[src/sv/gopf_pkg.sv]
package gopf_pkg;

  localparam logic [1:0] OP_LOAD  = 2'd0;
  localparam logic [1:0] OP_FIN   = 2'd1;
  localparam logic [1:0] OP_READ  = 2'd2;
  localparam logic [1:0] OP_CLEAR = 2'd3;

  localparam logic [7:0] CODE_PIC     = 8'h00;
  localparam logic [7:0] CODE_USER    = 8'hb2;
  localparam logic [7:0] CODE_SEQ     = 8'hb3;
  localparam logic [7:0] CODE_SEQ_END = 8'hb7;

  localparam logic [2:0] TYPE_I = 3'd1;
  localparam logic [2:0] TYPE_P = 3'd2;
  localparam logic [2:0] TYPE_B = 3'd3;

  localparam logic [14:0] CNT_MAX = 15'h7fff;

  typedef enum logic [2:0] {
    ST_IDLE,
    ST_READ,
    ST_SCAN,
    ST_HIDE,
    ST_REPORT
  } gopf_state_t;

  typedef struct packed {
    logic       sc;
    logic [7:0] code;
    logic [2:0] ptype;
    logic [3:0] bnd;
    logic       hsc;
  } gopf_win_t;

endpackage

[src/sv/gopf_scan.sv]
module gopf_scan (
  input  logic                clk,
  input  logic                shift,
  input  logic [7:0]          din,
  input  logic                mark,
  output gopf_pkg::gopf_win_t win
);
  import gopf_pkg::*;

  logic [7:0] o [0:6];
  logic [7:0] m [0:3];

  // advance the original and rewritten byte windows by one position
  always_ff @(posedge clk) begin
    if (shift) begin
      for (int k = 0; k < 6; k++) begin
        o[k] <= o[k+1];
      end
      o[6] <= din;
      m[0] <= m[1];
      m[1] <= m[2];
      m[2] <= mark ? CODE_USER : m[3];
      m[3] <= o[4];
    end
  end

  always_comb begin
    win.sc    = (o[0] == 8'h00) && (o[1] == 8'h00) && (o[2] == 8'h01);
    win.code  = o[3];
    win.ptype = o[5][5:3];
    for (int k = 0; k < 4; k++) begin
      win.bnd[k] = (o[k] == 8'h00) && (o[k+1] == 8'h00) && (o[k+2] == 8'h01) &&
                   ((o[k+3] == CODE_PIC) || (o[k+3] == CODE_SEQ) ||
                    (o[k+3] == CODE_SEQ_END));
    end
    win.hsc   = (m[0] == 8'h00) && (m[1] == 8'h00) && (m[2] == 8'h01);
  end
endmodule

[config.mk]
export PLATFORM = sky130hd
export DESIGN_NAME = gopf_scan
export DESIGN_NICKNAME = d
export VERILOG_FILES = /design/src/sv/gopf_pkg.sv /design/src/sv/gopf_scan.sv
export SDC_FILE = /design/constraint.sdc
export NUM_CORES = 1
export LEC_CHECK = 0
export BUFFER_PORTS_ARGS = -buffer_cell sky130_fd_sc_hd__buf_2
export CAP_MARGIN = 10
export CORE_ASPECT_RATIO = 1.5
export CORE_MARGIN = 1
export CORE_UTILIZATION = 57
export CTS_BUF_LIST = sky130_fd_sc_hd__clkbuf_16
export DETAILED_ROUTE_END_ITERATION = 8
export PLACE_DENSITY = 0.83
export SLEW_MARGIN = 20
export SYNTH_ARGS = -nofsm -noshare
export SYNTH_HDL_FRONTEND = slang
export SYNTH_SLANG_ARGS = --single-unit
[constraint.sdc]
create_clock -name clk -period 1.7 [get_ports clk]
set_input_delay 0.34 -clock clk [delete_from_list [all_inputs] [get_ports clk]]
set_output_delay 0.34 -clock clk [all_outputs]
set_load 0.01 [all_outputs]
==> flow_metrics.tcl, run 1 <==
set metrics [dict create \
    status "complete, but fails checks" \
    violations "setup timing" \
    hold_viol 0 \
    arrival_ps 1900 \
    routed_via_density 5.55 \
    wl_met1_um 1670 \
    grt_antenna_before_repair 0 \
    avgRoutedWirePerCell_um 18.8 \
    drt_first_pass_iters 4 \
    cts_hold_buf 0 \
    leakagePower_nw 1.25 \
    ant_nets 0 \
    num_antenna_cells 0 \
    nNetsFinal 211 \
    slew_viol_final 0 \
    cpPeakStageDelay_ps 430 \
    dieWidth_um 60.1 \
    maxCapViolations 0 \
    grt.total_usage_pct 21.5 \
    power.density_nw_per_um2 1250 \
    synth-seq-area-share_pct 83.2 \
    total_power_mw 4.60 \
    setup_tns_ps -2390 \
    drc 0 \
    cp-start-kind "flop" \
    cts_buffers 9 \
    dp_hpwl_um 3300 \
    num_vias 1503 \
    grt_overflow 0 \
    synth_simple_gate_area_share_pct 13.9 \
    skew_ps 6.00 \
    io_pins 28 \
    cp_data_required_time_ps 1360 \
    synth_top_family_by_area "simple AND/OR/NAND/NOR gates" \
    grt_max_degree 81 \
    cts_tree "yes" \
    fmax_mhz 446 \
    avgSynthCellArea_um2 19.9 \
    clock_sinks 80 \
    grt_pass1_wl_um 7510 \
    fin_crit_sh_pct 132 \
    synth_mux_area_share_pct 0 \
    drtIter0Drc 83 \
    path_clk_slew_ps 60 \
    drive_gt1_share_pct 42.0 \
    dieHeight_um 89.2 \
    routed-wl-met2_um 3150 \
    worstReg2RegStart "o[3][1]$_DFFE_PP_" \
    ys_types 19 \
    worst_slew_pin_slew_ps 404 \
    setup_ws_ps -540 \
    rows 31 \
    crit_slowest_cell "edfxtp_1" \
    place_ws_ps -273 \
    clockBufferDepth 2 \
    clk-insertion-delay-late_ps 330 \
    crit_path_max_fanout 2 \
    globalplace.congestion 0.880 \
    start_util_pct 59.5 \
    wirelength_um 5090 \
    critPathCaptureType "output pin" \
    yosysWarningCount 0 \
    critical_path.cell_chain "nor4_4 > nand2_1 > a2111oi_4 > buf_2" \
    htree_levels 3 \
    netlist_area_um2 2890 \
    cts_root_buf "clkbuf_16" \
    synth_xor_area_share_pct 0 \
    hp-start "din[3]" \
    nFillCells 257 \
    synth.net_count 156 \
    die_area_um2 5360 \
    ir_drop_mv 0.844 \
    rsz0062_at_grt "true" \
    synth-compound-area-share_pct 2.08 \
    max_slew_margin_pct 73.1 \
    dr_wl_met3_um 167 \
    portBuffers 27 \
    synth_fa_ha_area_share_pct 0 \
    hold_path.class "in2reg" \
    synth_seq_cells 80 \
    crit_type "reg2out" \
    synthCells 145 \
    area_delta_synth_final_pct 27.9 \
    core_area_um2 4850 \
    grt_pass1_vias 1549 \
    min_period_ps 2240 \
    maxUsedRoutingLayer "met4" \
    hold_slack_ps 182 \
    crit_start "o[3][1]$_DFFE_PP_" \
    finalSetupViolations 6 \
]
[path summary, 6_finish.rpt]
kind                                 to  slack (ps)  cells past startpoint
setup / recovery                 win[1]        -540                      4
hold / removal        o[6][3]$_DFFE_PP_         180                      1
setup reg to reg  m[2][1]$_SDFFCE_PP1P_         440                      3
hold reg to reg       m[0][4]$_DFFE_PP_         450                      0
[cell type report]
cell class                 instances  area (um^2)  area share, %
multi-input combinational         62          582           15.8
sequential                        80         2400           65.1
timing repair buffer              47          304           8.24
clock buffer                       9          225           6.10
clock inverter                     7         95.1           2.58
tap                               66         82.6           2.24
[cell usage in the layout, fill, tap and decap left out]
| cell | n |
|---|---|
| nand2_1 | 4 |
| nor4_1 | 3 |
| bufinv_16 | 2 |
| nor4_4 | 6 |
| and4b_1 | 1 |
| buf_2 | 26 |
| buf_6 | 1 |
| clkinv_4 | 2 |
| clkinv_2 | 1 |
| inv_6 | 1 |
| nand2_2 | 1 |
| nor2_4 | 1 |
| buf_4 | 19 |
| clkbuf_16 | 9 |
| nor2b_1 | 4 |
| nand3_1 | 8 |
| nand4b_1 | 2 |
| buf_12 | 1 |
| a2111oi_4 | 3 |
| and3_1 | 3 |
| nand3b_1 | 1 |
| a2111oi_2 | 1 |
| nor4b_2 | 1 |
| nand4_1 | 2 |
| or2_2 | 5 |
| nor4b_4 | 1 |
| nor3_1 | 3 |
| clkinv_1 | 1 |
| nor2_1 | 7 |
| nor4_2 | 5 |
| edfxtp_1 | 80 |
[synthesized netlist by cell type]
master	n	share of area, %
nor4_4	3	2.2
edfxtp_1	80	83
buf_4	3	0.78
a2111oi_2	4	2.1
nand2_1	5	0.65
nor2b_1	4	0.87
nand3_1	8	1.4
nand3b_1	1	0.26
and3_1	3	0.65
and4b_1	1	0.35
nor3_1	3	0.52
or2_2	5	1.1
nor4b_1	1	0.30
nor4_1	8	1.7
nand4_1	2	0.43
nand4b_1	2	0.61
nor2_1	8	1.0
nor4b_2	1	0.52
nor4_2	3	1.3
[metal layers]
layer	GRT usage, %	up-vias
li1	-	700
met1	20.7	759
met2	38.6	34
met3	7.67	10
met4	11.4	0
met5	0	-
[cells by family (layout without fill, tap and decap cells)]
group	count (synthesis)	count (layout)
flops	80	80
simple gates	58	58
compound gates	4	4
buf+inv	3	63
[repair_timing]
action / in CTS / in global routing
endpoints found under the hold margin: 0 / 0
setup endpoints to repair: 6 / 6
cloned: 0 / 0
gates resized for setup: 10 / 7
buffers inserted: 2 / 4
pin swaps: 12 / 13
[critical path: cells and delay by family (launching register included)]
family	cells	cell delay [ps]
AO/OA/AOI/OAI	1	400
buffers and inverters	1	190
flip-flops	1	430
AND/OR/NAND/NOR	2	540
[flip-flops by register name (all words and copies together) (netlist names)]
signal / count
o: 56
m: 24
[power by group]
part           switching [mW]  internal, mW  leakage, nW
registers              0.0899          2.32        0.779
clock network           0.735          1.29        0.157
logic                  0.0914        0.0786        0.313
total                   0.916          3.68         1.25
[per-stage QoR]
step	util (%)	instances	area, um^2
2_1_floorplan	-	145	2890
4_1_cts	74.5	268	3610
5_1_grt	76.1	271	3690
3_3_place_gp	66.3	251	3210
3_5_place_dp	66.3	251	3210
6_report	76.1	271	3690
Power figures use the tool's default switching activity.
==> inputs of run 2 (changes only) <==
BUFFER_PORTS_ARGS = not set   (was -buffer_cell sky130_fd_sc_hd__buf_2)
CORE_UTILIZATION = 61   (was 57)
DONT_BUFFER_PORTS = 1   (was not set)
clock period = 2.8 ns   (was 1.7 ns; I/O delays follow)
==> run 2 against run 1 <==
  * The flow now finishes without violations
  * Wire length decreased by 9.6%
  * Setup slack improved by 800 ps
  * Global-route usage shrank 0.23 points
  * Critical endpoint is now win[2]
==> flow_metrics.tcl, run 2 (synthesis gave the netlist of run 1 again) <==
set metrics [dict create \
    status "completed" \
    critPathCaptureType "output pin" \
    cp-start-kind "flop" \
    worstReg2RegStart "o[3][7]$_DFFE_PP_" \
    die_area_um2 5020 \
    largestRegisters "o (56), m (24)" \
    dieHeight_um 86.3 \
    ant_nets 0 \
    grt_max_degree 81 \
    worst-r2r-cell-count 1 \
    hold_viol 0 \
    nNetsFinal 164 \
    arrival_ps 1980 \
    io_pins 28 \
    worst_slew_pin_slew_ps 543 \
    min_period_ps 2540 \
    skew_ps 3.27 \
    max_slew_margin_pct 63.8 \
    crit_end "win[2]" \
    rows 30 \
    crit_path_max_fanout 5 \
    cts_buffers 9 \
    grt_antenna_before_repair 0 \
    most-common-layout-cells "edfxtp_1, clkbuf_16, nand3_1, nor2_1, nor4_1" \
    layout_commonest_cell "edfxtp_1" \
    crit_type "reg2out" \
    drtIter0Drc 55 \
    hold_path.class "in2reg" \
    clockBufferDepth 2 \
    routed_via_density 6.13 \
    grt.total_usage_pct 21.2 \
    area_delta_synth_final_pct 11.7 \
    dp.cells 206 \
    core_area_um2 4540 \
    grt_pass1_vias 1440 \
    post_cts_resized 0 \
    fmax_mhz 393 \
    globalplace.congestion 0.816 \
    grt_overflow 0 \
    cpPeakStageDelay_ps 540 \
    grt_pass1_wl_um 7130 \
    num_antenna_cells 0 \
    instances_no_fill 221 \
    clk-insertion-delay-late_ps 330 \
    wirelength_um 4600 \
    top_register "o" \
    cp_data_required_time_ps 2240 \
    slew_viol_final 0 \
    path_clk_slew_ps 60 \
    rsz0062_at_grt "false" \
    r2r_end "m[2][7]$_SDFFCE_PP1P_" \
    crit_slowest_cell "a2111oi_2" \
    fin_crit_sh_pct 90.8 \
    critical_path.cell_chain "nor4_2 > nand2_1 > a2111oi_2" \
    reg2reg_setup_slack_ps 1680 \
    ir_drop_mv 0.550 \
    avgRoutedWirePerCell_um 20.8 \
    finalSetupViolations 0 \
    drt_first_pass_iters 4 \
    clock_sinks 80 \
    setup_tns_ps 0 \
    cts_root_buf "clkbuf_16" \
    critPathTopFamily "simple AND/OR/NAND/NOR gates" \
    start_util_pct 63.6 \
    cts_tree "yes" \
    critPathBufInv 0 \
    num_vias 1355 \
    cts_hold_buf 0 \
    path_depth 3 \
    dp_hpwl_um 3060 \
    dieWidth_um 58.2 \
    drive_gt1_share_pct 17.8 \
    drc 0 \
    crit_start "o[3][1]$_DFFE_PP_" \
    leakagePower_nw 1.00 \
    htree_levels 3 \
    maxCapViolations 0 \
    power.density_nw_per_um2 800 \
    portBuffers 0 \
    nFillCells 280 \
    cts_setup_buffers 0 \
    largest_register_ffs 56 \
]
## run 2: layout make-up
class,count,area (um^2),share of cell area (%)
flip-flops and latches,80,2400,74.5
multi-input cells,62,462,14.3
clock buffers,9,225,6.99
well taps,64,80.1,2.48
clock inverters,6,53.8,1.67
## run 2: worst min-delay path by stage
stage | from | end | slack (ps) | cells after the start
6_report | din[7] | o[6][7]$_DFFE_PP_ | 320 | 0
5_1_grt | din[4] | o[6][4]$_DFFE_PP_ | 310 | 0
4_1_cts | din[2] | o[6][2]$_DFFE_PP_ | 310 | 0
3_5_place_dp | m[1][3]$_DFFE_PP_ | m[0][3]$_DFFE_PP_ | 440 | 0
3_3_place_gp | m[2][4]$_SDFFCE_PP1P_ | m[1][4]$_DFFE_PP_ | 430 | 0
2_1_floorplan | m[2][0]$_SDFFCE_PP0P_ | m[1][0]$_DFFE_PP_ | 420 | 0
## run 2: layer usage
metal | track usage [%] | part of all wire (%) | up-vias | wire length [um]
met2 | 37.7 | 59 | 40 | 2710
met5 | 0 | 0 | - | 0
met3 | 8.66 | 4.8 | 14 | 221
li1 | - | - | 607 | -
met1 | 18.9 | 33 | 694 | 1510
met4 | 14.1 | 3.3 | 0 | 152
## run 2: per-stage QoR
stage / total power, mW / utilization [%] / hold WS [ps] / area, um^2 / setup slack [ps]
after global routing: 2.65 / 71.0 / 306 / 3220 / 146
after floorplan: 1.49 / - / 418 / 2890 / 913
after detailed placement: 1.52 / 64.8 / 441 / 2940 / 608
final: 2.58 / 71.0 / 322 / 3220 / 256
after CTS: 2.60 / 71.0 / 312 / 3220 / 228
after global placement: 1.51 / 64.8 / 433 / 2940 / 711
## run 2: where the power goes
group          internal (mW)  switching [mW]
Clock                  0.673           0.412
Combinational         0.0144          0.0104
Sequential              1.41          0.0610
